## src/rtl/core/pscc_pkg.sv

```systemverilog
// ----------------------------------------------------------------------------
// pscc_pkg
// Shared types and constants of the periodic slot conflict checker: map row
// layout, epoch tag width, sequencer states and row unit structs.
// ----------------------------------------------------------------------------
package pscc_pkg;

	// field widths
	localparam int TIME_W   = 20;
	// cursor width: covers map sizes up to 2^21 cells plus one period step
	localparam int CUR_W    = 22;

	// map row layout: 64 cells per memory row
	localparam int ROW_BITS = 64;
	localparam int BIT_W    = 6;

	// epoch tag kept with every row; a stale tag reads as an empty row
	localparam int EPOCH_W  = 8;

	localparam int MAP_CELLS_DEF = 1048576;
	localparam logic [TIME_W-1:0] HORIZON_RESET = 20'd1000000;

	typedef enum logic [2:0] {
		ST_SWEEP,
		ST_IDLE,
		ST_OCC,
		ST_READ,
		ST_CHECK,
		ST_FIN
	} state_t;

	// cell range within one row
	typedef struct packed {
		logic [BIT_W-1:0] lo_bit;
		logic [BIT_W-1:0] hi_bit;
	} row_req_t;

	// overlap verdict and updated row contents
	typedef struct packed {
		logic                hit;
		logic [ROW_BITS-1:0] data;
	} row_res_t;

endpackage

```

## src/rtl/core/pscc_row_unit.sv

```systemverilog
// ----------------------------------------------------------------------------
// pscc_row_unit
// Row unit: builds the cell mask of one row segment, checks it against
// the stored row (stale epoch reads as empty) and forms the merged row.
// ----------------------------------------------------------------------------
module pscc_row_unit
	import pscc_pkg::*;
(
	input  row_req_t            req,
	input  logic [ROW_BITS-1:0] row_data,
	input  logic [EPOCH_W-1:0]  row_tag,
	input  logic [EPOCH_W-1:0]  epoch,
	output row_res_t            res
);

	localparam logic [BIT_W-1:0] TOP_BIT = BIT_W'(ROW_BITS - 1);

	logic [ROW_BITS-1:0] mask;
	logic [ROW_BITS-1:0] cur_row;

	// segment mask lo_bit..hi_bit
	always_comb begin
		mask = ({ROW_BITS{1'b1}} << req.lo_bit) & ({ROW_BITS{1'b1}} >> (TOP_BIT - req.hi_bit));
	end

	// rows written under an older epoch count as clear
	assign cur_row  = (row_tag == epoch) ? row_data : '0;
	assign res.hit  = |(cur_row & mask);
	assign res.data = cur_row | mask;

endmodule

```

## config.mk

```make
export PLATFORM = sky130hd
export DESIGN_NAME = pscc_row_unit
export DESIGN_NICKNAME = d
export VERILOG_FILES = /design/src/rtl/core/pscc_pkg.sv /design/src/rtl/core/pscc_row_unit.sv
export SDC_FILE = /design/constraint.sdc
export NUM_CORES = 1
export LEC_CHECK = 0
export BUFFER_PORTS_ARGS = -buffer_cell sky130_fd_sc_hd__buf_2
export CAP_MARGIN = 40
export CORE_MARGIN = 3
export CORE_UTILIZATION = 44
export DETAILED_ROUTE_END_ITERATION = 10
export GPL_ROUTABILITY_DRIVEN = 0
export PLACE_DENSITY = 0.85
export SLEW_MARGIN = 20
export SYNTH_ARGS = -nofsm -noshare
export SYNTH_HDL_FRONTEND = slang
export SYNTH_SLANG_ARGS = --single-unit
```

## constraint.sdc

```tcl
create_clock -name vclk -period 4.73
set_clock_uncertainty 0.1 [all_clocks]
set_input_delay 0.946 -clock vclk [all_inputs]
set_output_delay 0.946 -clock vclk [all_outputs]
set_load 0.005 [all_outputs]
```

==> metrics <==
routed vias=3914; share of layout cells above drive strength 1=35.3%; max capacitance violation total=0; status=completed; footprint of the multi-input gates=0.00205 mm2; post-route ant nets=0; DIE AREA=0.00608 mm2; # diodes=0; Final Cycle Share=95.4%; worst-margin pin slew=0.858 ns; die height=78.0 um; FF+latch area=0 um2; Sequential Power Share=0%; worst hold stages=4; Area growth syn-to-layout=33.7%; power share of the clock group=0%; Max transition margin=42.4%; Req. time, crit path=3.68 ns; count leader, synth=nand2_1; CP Max Fanout=27; Hold WC Path Type=input port to output port; Metal-1 WL=3930 um; Yosys top cell area share=11.4%; combinational share of power=100.0%; largest area contributor in the netlist=nand2_1; RSZ-0062 raised after global routing=false; Post-CTS Hold Fix Bufs=0; Remaining DRCs=0; min Tclk post-route=4.51 ns; Synth cell types=57; syn_area_per_cell=6.08 um2; first-pass GRT wire length=16300 um; number of sequential cells=0; Syn. warnings=0; Top Layer Used=met4; max-slew violation count=0; post-DR wirelength/cell=19.0 um; Row Count=25; total I/O pin count=157; Final TNS setup=0 ns; P_leak=1.57 nW; # nets final=592; Syn Inst Count=375; # setup viols final=0; Pre-antenna DRT Iters=7; syn nets=467; Die Wd=78.0 um; largest net degree at the start of global routing=34; Setup Buffers After CTS=0; PostCTS Resize Cnt=0; CP Launch Type=input port; Worst Setup Path Type=input port to output port; core area=0.00485 mm2; vias in the first global route=3383; switch share=58.8%; slowest CP cell=or4_1; net switching power=0.161 mW; Post-Synthesis Cell Area=0.00228 mm2; VDD IR max=0.0420 mV; starting density of the core=47.0%; worst hold endpoint=res[3]; Buffers on Ports=157; cell internal pwr=0.113 mW; Total Wirelength=10700 um; PwrDens=89.9 mW/mm2; Overflow after GRT=0; register area share after synthesis=0%; crit end category=output port; dominant cells by area after synthesis=nand2_1 (11%), o2111ai_1 (6.5%), o21ai_0 (6.4%), a32o_1 (6.2%), a21o_1 (5.3%); Fin. Hold Viols=0; WL met2=4640 um; Tot GR Track Use=31.9%; Worst EP arrival=3.46 ns; Initial DRC Count=680; Filler Cell Count=447; slowest stage delay, CP=0.53 ns; met3 wire len=1660 um; hold path startpoint=row_data[3]; commonest cells in the netlist=nand2_1 (69), o21ai_0 (29), clkbuf_1 (24), o2111ai_1 (17); hold_ws=2.06 ns; clkbuf count=0; max frequency=222 MHz; DPL Wire Length=8320 um; Critical Path, Cell by Cell=buf_2 > o21ai_0 > o22a_1 > a41o_1 > or4_1 > or4_1 > o31a_1 > buf_2; initial antenna violation count=0; Vias per Instance=6.93
-- placed cells by master, fill, tap and decap left out, types with 2 or more instances in the layout --
master	count
nand2_1	69
buf_4	6
o221ai_1	2
nand3_1	6
or2_2	3
a22o_1	7
nand4b_1	2
nand2b_1	3
or4_1	4
a32oi_1	2
a2111oi_0	2
o31ai_1	3
and3_1	6
a211oi_1	3
o21ai_0	29
a32o_1	14
o31a_1	2
a211o_1	5
o2111ai_1	17
a21o_1	16
buf_2	157
nand4_1	11
inv_1	15
o21a_1	2
a22oi_1	2
o2111a_1	4
a221oi_1	8
a21oi_1	11
xnor2_1	8
nor3_1	6
and2_1	4
o22ai_1	6
a31oi_1	3
and4_1	2
nor4_1	4
o211ai_1	16
or3_1	2
o221a_2	2
nor2_1	15
-- area by class of cell --
| cell class | instances | area share (%) |
|---|---|---|
| multi-input combinational | 318 | 67.3 |
| inverter | 15 | 1.85 |
| tap | 67 | 2.75 |
| timing repair buffer | 165 | 28.1 |
-- stage by stage --
step	cells	setup WS, ns	utilization [%]	area [um2]	power, mW
6_report	565	0.219	62.8	3050	0.274
5_1_grt	565	0.114	62.8	3050	0.292
4_1_cts	563	0.279	62.6	3030	0.263
3_5_place_dp	563	0.277	62.6	3030	0.262
3_3_place_gp	563	0.346	62.6	3030	0.257
2_1_floorplan	375	0.797	-	2280	0.150
-- power by group through the flow --
stage | combinational [mW] | clock [mW] | sequential [mW]
floorplan | 0.150 | 0 | 0
detailed placement | 0.262 | 0 | 0
global placement | 0.257 | 0 | 0
CTS | 0.263 | 0 | 0
finish | 0.274 | 0 | 0
global route | 0.292 | 0 | 0
-- critical path: cells and delay by family --
family / cells / cell delay (ns)
buffers and inverters: 2 / 0.48
AO/OA/AOI/OAI: 4 / 1.10
AND/OR/NAND/NOR: 2 / 0.94
-- logic make-up after synthesis --
kind of cell	share of synthesized area, %
xor gates and xnor gates	3.08
buffers and inverters	10.3
AOI/OAI and AO/OA	56.5
and+or+nand+nor	30.1
-- routing by layer --
metal	vias to the layer above	global-route usage, %
met5	-	0
met4	0	13.3
met3	76	6.73
met2	392	51.9
met1	1713	40.4
li1	1733	-
-- how the worst max path moves through the flow --
stage	startpoint	end	slack, ns
global route	req[8]	res[64]	0.11
global placement	req[8]	res[64]	0.35
floorplan	req[3]	res[64]	0.80
detailed placement	req[8]	res[64]	0.28
finish	req[8]	res[64]	0.22
CTS	req[8]	res[64]	0.28
No activity file was read; power rests on OpenSTA's default activity.
