==> src/rtl/core/pscc_ram.sv <==
// ----------------------------------------------------------------------------
// pscc_ram
// Generic single-write, single-read RAM with registered read data.
// ----------------------------------------------------------------------------
module pscc_ram #(
	parameter int WIDTH = 8,
	parameter int DEPTH = 16
) (
	input  logic                     clk,
	input  logic                     we,
	input  logic [$clog2(DEPTH)-1:0] waddr,
	input  logic [WIDTH-1:0]         wdata,
	input  logic [$clog2(DEPTH)-1:0] raddr,
	output logic [WIDTH-1:0]         rdata
);

	logic [WIDTH-1:0] mem_q [DEPTH];

	// write port
	always_ff @(posedge clk) begin
		if (we) begin
			mem_q[waddr] <= wdata;
		end
	end

	// registered read port
	always_ff @(posedge clk) begin
		rdata <= mem_q[raddr];
	end

endmodule

==> config.mk <==
export PLATFORM = sky130hd
export DESIGN_NAME = pscc_ram
export DESIGN_NICKNAME = d
export VERILOG_FILES = /design/src/rtl/core/pscc_ram.sv
export SDC_FILE = /design/constraint.sdc
export NUM_CORES = 1
export LEC_CHECK = 0
export BUFFER_PORTS_ARGS = -buffer_cell sky130_fd_sc_hd__clkbuf_2
export CORE_MARGIN = 4
export CORE_UTILIZATION = 60
export DETAILED_ROUTE_END_ITERATION = 8
export GPL_ROUTABILITY_DRIVEN = 0
export GPL_TIMING_DRIVEN = 1
export PLACE_DENSITY_LB_ADDON = 0.15
export REMOVE_ABC_BUFFERS = 1
export SYNTH_ARGS = -nofsm -noshare
export SYNTH_HDL_FRONTEND = slang
export SYNTH_SLANG_ARGS = --single-unit
==> constraint.sdc <==
create_clock -name clk -period 4.4 [get_ports clk]
set_clock_uncertainty 0.05 [all_clocks]
set_input_delay 0.88 -clock clk [delete_from_list [all_inputs] [get_ports clk]]
set_output_delay 0.88 -clock clk [all_outputs]
set_load 0.1 [all_outputs]
==> key figures, run 1 <==
Clock network
  – CTS buffer count: 17
  – Postcts setup bufs: 0
  – Clk Latency, worst-skew pair: around 0.51 ns
  – CTS Hold Buffers Added: 0
  – Resized cells post-CTS: 0
  – Number of H-tree levels: 4
  – CTS tree: yes
  – Reg clk slew, reported paths: roughly 0.06 ns
  – Clock root buffer: clkbuf_8
  – Clk sink count: about 140
  – Clock Path Buffers: 2

Synth
  – Seq/Total Area, Yosys: between 70% and 80%
  – Adder-Cell Fraction of Synth Area: 0%
  – Simple-gate share of the synthesized area: under 10%
  – Yosys cell types: 19
  – Syn Inst Count: around 230
  – Area contributors post-synth: edfxtp_1, mux4_2, mux4_1
  – Largest family of logic cells by synthesized area: multiplexers
  – Compound-Gate Fraction of Synth Area: roughly 2.3%
  – Flops & latches, synth: 136
  – Synth top area share: around three quarters
  – Post-synthesis xor/xnor area fraction: 0%
  – Syn. warnings: 0
  – Synth Area per Inst: ~22 um^2
  – Synthesized cell area: ~5000 um^2
  – Post-synthesis mux area share: approximately 15%
  – Area leader, netlist: edfxtp_1

Setup path
  – Setup crit end kind: flip-flop
  – Worst EP arrival: around 2.8 ns
  – Reg2Reg Launch Point: mem_q[10][2]
  – Worst endpoint required time: around 4.7 ns
  – WS Path Type: input pin to flip-flop
  – CP startpoint: raddr[0]
  – CP endpoint: rdata[5]
  – Worst Reg-to-Reg Cells: 3
  – RR Endpoint: rdata[2]
  – R2r setup slk: between 2 and 3 ns
  – Nature of the critical path startpoint: input pin
  – Max FO, Critical Path: 22

Route
  – Initial DRC Count: 250
  – DR vias: about 2.5k
  – Per-cell routed wire length: between 20 and 30 um
  – DRT Pass-1 Iters: 5
  – Detail Route Antenna Nets: 0
  – Via density: ~6.4
  – Remaining DRCs: 0
  – WL final: around 9.9 mm

Global route
  – Vias in the first global route: about 2.4k
  – Largest net degree at the start of global routing: 33
  – First-pass GRT wire length: 15.2 mm
  – Global Route Usage Sum: between 20 and 25%
  – Overflow after GRT: 0
  – Initial antenna violation count: 0

STA
  – Setup TNS: 0 ns
  – RSZ-0062 raised after global routing: false
  – Worst rel slew slack: 22.7%
  – FMAX: between 400 and 500 MHz
  – Measured slew at the worst slew-check pin: 1.15 ns
  – Final setup vio count: 0
  – Period utilization: 54.9%
  – Endpoints failing hold: 0
  – Final min period: approximately 2.4 ns
  – Max-slew violations: 0

Layout
  – Area grow syn2layout: 15.1%
  – Nets: roughly 280
  – # diodes: 0
  – Share of layout cells above drive strength 1: between 20 and 30%
  – Fillers: approximately 490

Placed design
  – Port Buf Inserts: 25
  – DP Wirelength: roughly 5.9 mm

Floorplan
  – Die W: 101 um
  – Cell row count: 33
  – Chip height: between 100 and 150 um
  – IO Pins: 26
  – Die area: 10100 um^2
  – Initial Utilization: 62.0%
  – Core area: a little over 8000 um^2

Job
  – Max_cap viols: 0

Power and ir drop
  – LEAKAGE: between 1.5 and 2 nW
  – Cell Pwr Density: a little over 500 nW/um^2
  – Total power: 3.00 mW
  – Max VDD drop: ~0.3 mV

Status
  – Status: finished clean

Hold path
  – Worst Hold Class: flip-flop to flip-flop
-- worst max-delay path: stages --
cell and delay [ns]:
clkbuf_2 0.60, buf_4 0.37, mux4_2 0.58, a22oi_1 0.22
nand2_1 0.09
-- per-stage QoR --
| stage | instance area, um^2 | worst slack, ns | hold slack, ns | instances | util (%) |
|---|---|---|---|---|---|
| after floorplan | 5060 | 1.98 | 0.579 | 219 | - |
| after global placement | 5350 | 1.49 | 0.591 | 352 | 64.5 |
| after detailed placement | 5350 | 1.50 | 0.596 | 352 | 64.5 |
| after CTS | 5930 | 2.00 | 0.613 | 384 | 71.4 |
| after global routing | 5930 | 1.87 | 0.648 | 384 | 71.4 |
| final | 5930 | 1.99 | 0.615 | 384 | 71.4 |
-- power by group --
group / total, mW / leakage [nW] / switching (mW) / internal (mW)
registers: 1.46 / 1.22 / 0.0110 / 1.45
clock network: 1.35 / 0.277 / 0.495 / 0.854
logic: 0.190 / 0.492 / 0.138 / 0.0521
-- metal layers --
layer / up-vias / share of wire, % / GRT usage [%]
met5: - / 0 / 0
met4: 0 / 1.7 / 8.39
met3: 17 / 9.1 / 6.85
met2: 134 / 47 / 32.3
met1: 1255 / 42 / 31.4
li1: 1051 / - / -
-- cell families after synthesis --
family                 count (synthesis)
multiplexers                          32
AO/OA/AOI/OAI                         16
buffers and inverters                 10
AND/OR/NAND/NOR                       35
flip-flops                           136
-- flip-flops by register name, indices dropped and copies added, names as in the netlist --
register / cells
rdata: 8
mem_q: 128
-- layout make-up --
cell class                      count  area [um^2]  share of cell area, %
Clock buffer                       18          418                   7.05
Clock inverter                     14          158                   2.66
Multi-Input combinational cell     83         1070                   18.0
Sequential cell                   136         4000                   67.6
Tap cell                          105          131                   2.22
Timing Repair Buffer               28          148                   2.49
-- Yosys cell counts --
library cell,count
edfxtp_1,128
mux4_2,18
a22oi_1,16
mux4_1,14
nor2_1,13
nand2_1,9
dfxtp_1,8
nor3_1,4
buf_2,3
buf_6,3
clkdlybuf4s25_2,3
nand2b_1,2
nand3b_1,2
and2_1,1
and2b_1,1
buf_4,1
nand3_1,1
nor2b_1,1
or3b_2,1
-- worst min-delay path by stage --
stage	startpoint	end	slack (ns)	cells after the start
final	mem_q[5][2]	rdata[2]	0.61	3
after global routing	mem_q[7][0]	rdata[0]	0.65	3
after CTS	mem_q[7][0]	rdata[0]	0.61	3
after detailed placement	mem_q[7][0]	rdata[0]	0.60	3
after global placement	mem_q[7][0]	rdata[0]	0.59	3
after floorplan	mem_q[7][0]	rdata[0]	0.58	3
-- cell usage in the layout, fill, tap and decap left out, drive strengths merged --
cell      Yosys  layout
nand3         1       1
a22oi        16      16
nor2b         1       1
bufinv        0       3
dfxtp         8       8
clkbuf        0      43
nand3b        2       2
clkinvlp      0       2
nand2         9       9
edfxtp      128     128
nor3          4       4
or3b          1       1
clkinv        0       9
nand2b        2       2
and2          1       1
buf           7       3
and2b         1       1
nor2         13      13
mux4         32      32
Note: power is estimated with default switching activity, not from simulation.
==> inputs of run 2 (changes only) <==
==> constraint.sdc (replaced) <==
create_clock -name clk -period 2.3 [get_ports clk]
set_clock_uncertainty 0.05 [all_clocks]
set_input_delay 0.46 -clock clk [delete_from_list [all_inputs] [get_ports clk]]
set_output_delay 0.46 -clock clk [all_outputs]
set_load 0.1 [all_outputs]
==> run 2 against run 1 <==
Against the previous run:
- sequential power grew 91%
- non-clock buffer count up 18
- utilization up 2.1 points
- sequential cell count is the same
- cell count grew 4.7%
- total power rose by 95%
==> key figures, run 2 (synthesized netlist as in run 1, its figures left out) <==
Status
  – Status: finished clean

Floorplan
  – Chip height: 101 um (unchanged)
  – Initial Utilization: 62.0% (unchanged)
  – Cell row count: 33 (unchanged)
  – Die area: 10100 um^2 (unchanged)
  – Core area: 8300 um^2 (unchanged)
  – IO Pins: 26 (unchanged)
  – Die W: 101 um (unchanged)

Clock network
  – CTS buffer count: 17 (unchanged)
  – CTS tree: yes
  – Clk sink count: 136 (unchanged)
  – Number of H-tree levels: 4 (unchanged)
  – Clock root buffer: clkbuf_8
  – Resized cells post-CTS: 0 (unchanged)
  – Clock Path Buffers: 2 (unchanged)
  – Reg clk slew, reported paths: 0.06 ns (about the same)
  – CTS Hold Buffers Added: 0 (unchanged)
  – Postcts setup bufs: 0 (unchanged)
  – Clk Latency, worst-skew pair: 0.51 ns (about the same)

Power and ir drop
  – Total power: 5.86 mW (+95%)
  – Cell Pwr Density: 961 nW/um^2 (+90%)
  – Max VDD drop: 0.732 mV (+140%)
  – LEAKAGE: 2.11 nW (+5.7%)

Global route
  – Overflow after GRT: 0 (unchanged)
  – First-pass GRT wire length: 14.9 mm (-1.7%)
  – Vias in the first global route: 2500 (+2.8%)
  – Initial antenna violation count: 0 (unchanged)
  – Global Route Usage Sum: 21.1% (-0.92 points)
  – Largest net degree at the start of global routing: 33 (unchanged)

Setup path
  – Nature of the critical path startpoint: flip-flop
  – Worst EP arrival: 1.36 ns (-1.39 ns)
  – CP Cell Sequence: clkbuf_2
  – Top cell family by delay on the critical path: buffers and inverters
  – Setup crit end kind: output pin
  – CP peak stage delay: 0.48 ns (-0.12 ns)
  – Buf+Inv Stages, Crit Path: 1 (-1)
  – Max FO, Critical Path: 1 (-95%)
  – Slowest CP cell: clkbuf_2
  – WS Path Type: flip-flop to output pin
  – Worst endpoint required time: 1.79 ns (-2.95 ns)

STA
  – FMAX: roughly 540 MHz
  – Measured slew at the worst slew-check pin: 0.549 ns (-0.606 ns)
  – Period utilization: between 80% and 90%
  – Max-slew violations: 0 (unchanged)
  – RSZ-0062 raised after global routing: false
  – Setup TNS: 0 ns (unchanged)
  – Endpoints failing hold: 0 (unchanged)
  – Worst rel slew slack: 63.6% (+41 points)
  – Final setup vio count: 0 (unchanged)
  – Final min period: ~1.9 ns

Layout
  – Most common cell after layout, fill and taps aside: edfxtp_1
  – Area grow syn2layout: 18.5%
  – # diodes: 0 (unchanged)
  – Max reg flops: 128 (unchanged)
  – Fillers: 503 (+2.2%)
  – Largest register by flop count: mem_q
  – Largest registers: mem_q: 128 flops, rdata: 8 flops
  – Nets: 302 (+6.3%)
  – Most frequent cells in the layout: edfxtp_1, clkbuf_2, buf_4, mux4_2
  – Share of layout cells above drive strength 1: 32.0% (+4.4 points)

Route
  – Remaining DRCs: 0 (unchanged)
  – Per-cell routed wire length: 23.9 um (-7.6%)
  – DRT Pass-1 Iters: 4 (-1)
  – DR vias: 2436 (-0.85%)
  – Initial DRC Count: 240 (-4.0%)
  – Detail Route Antenna Nets: 0 (unchanged)
  – Via density: 6.06 (-5.3%)
  – WL final: 9.61 mm (-3.3%)

Placed design
  – Port Buf Inserts: 25 (unchanged)
  – DP Wirelength: 5.88 mm (-1.2%)

Job
  – Max_cap viols: 0 (unchanged)

Hold path
  – Worst Hold Class: input pin to flip-flop
run 2: cell count changes in the layout (fill, tap and decap cells not counted):
cell,before,now
clkinv_2,3,0
nor3_2,2,0
clkinv_1,3,0
nor3_1,2,4
buf_4,3,19
buf_12,0,2
inv_6,0,3
clkinv_4,3,4
clkbuf_1,1,2
clkbuf_8,1,2
run 2: path summary, 6_finish.rpt:
check	from	end	slack [ns]	depth (start not counted)
max	rdata[4]	rdata[4]	0.43	1
min	wdata[2]	mem_q[10][2]	0.32	1
max reg2reg	mem_q[1][3]	rdata[3]	0.92	3
min reg2reg	mem_q[8][3]	rdata[3]	0.63	3
run 2: power breakdown:
part           switching [mW]  total [mW]  leakage, nW  internal [mW]
registers              0.0174        2.79         1.22           2.77
clock network            1.00        2.70        0.287           1.70
logic                   0.261       0.374        0.595          0.112
total                    1.28        5.86         2.11           4.58
run 2: through the flow:
stage / setup WS [ns] / cells / area [um^2] / util [%] / hold WS, ns
2_1_floorplan: 0.297 / 219 / 5060 / - / 0.509
3_3_place_gp: 0.327 / 370 / 5500 / 66.3 / 0.601
3_5_place_dp: 0.325 / 370 / 5500 / 66.3 / 0.612
4_1_cts: 0.397 / 402 / 6100 / 73.5 / 0.308
5_1_grt: 0.384 / 402 / 6100 / 73.5 / 0.336
6_report: 0.433 / 402 / 6100 / 73.5 / 0.318
run 2: layout make-up:
| class | instances | area (um^2) | area share [%] |
|---|---|---|---|
| Clock inverter | 12 | 166 | 2.73 |
| Sequential cell | 136 | 4000 | 65.6 |
| Clock buffer | 20 | 435 | 7.14 |
| Multi-Input combinational cell | 83 | 1060 | 17.3 |
| Timing Repair Buffer | 46 | 308 | 5.04 |
| Tap cell | 105 | 131 | 2.15 |
run 2: metal layers:
metal | up-vias | track usage [%] | wire length (um)
li1 | 1079 | - | -
met1 | 1244 | 30.5 | 4060
met2 | 97 | 31.6 | 4630
met3 | 16 | 5.61 | 759
met4 | 0 | 7.15 | 160
met5 | - | 0 | 0
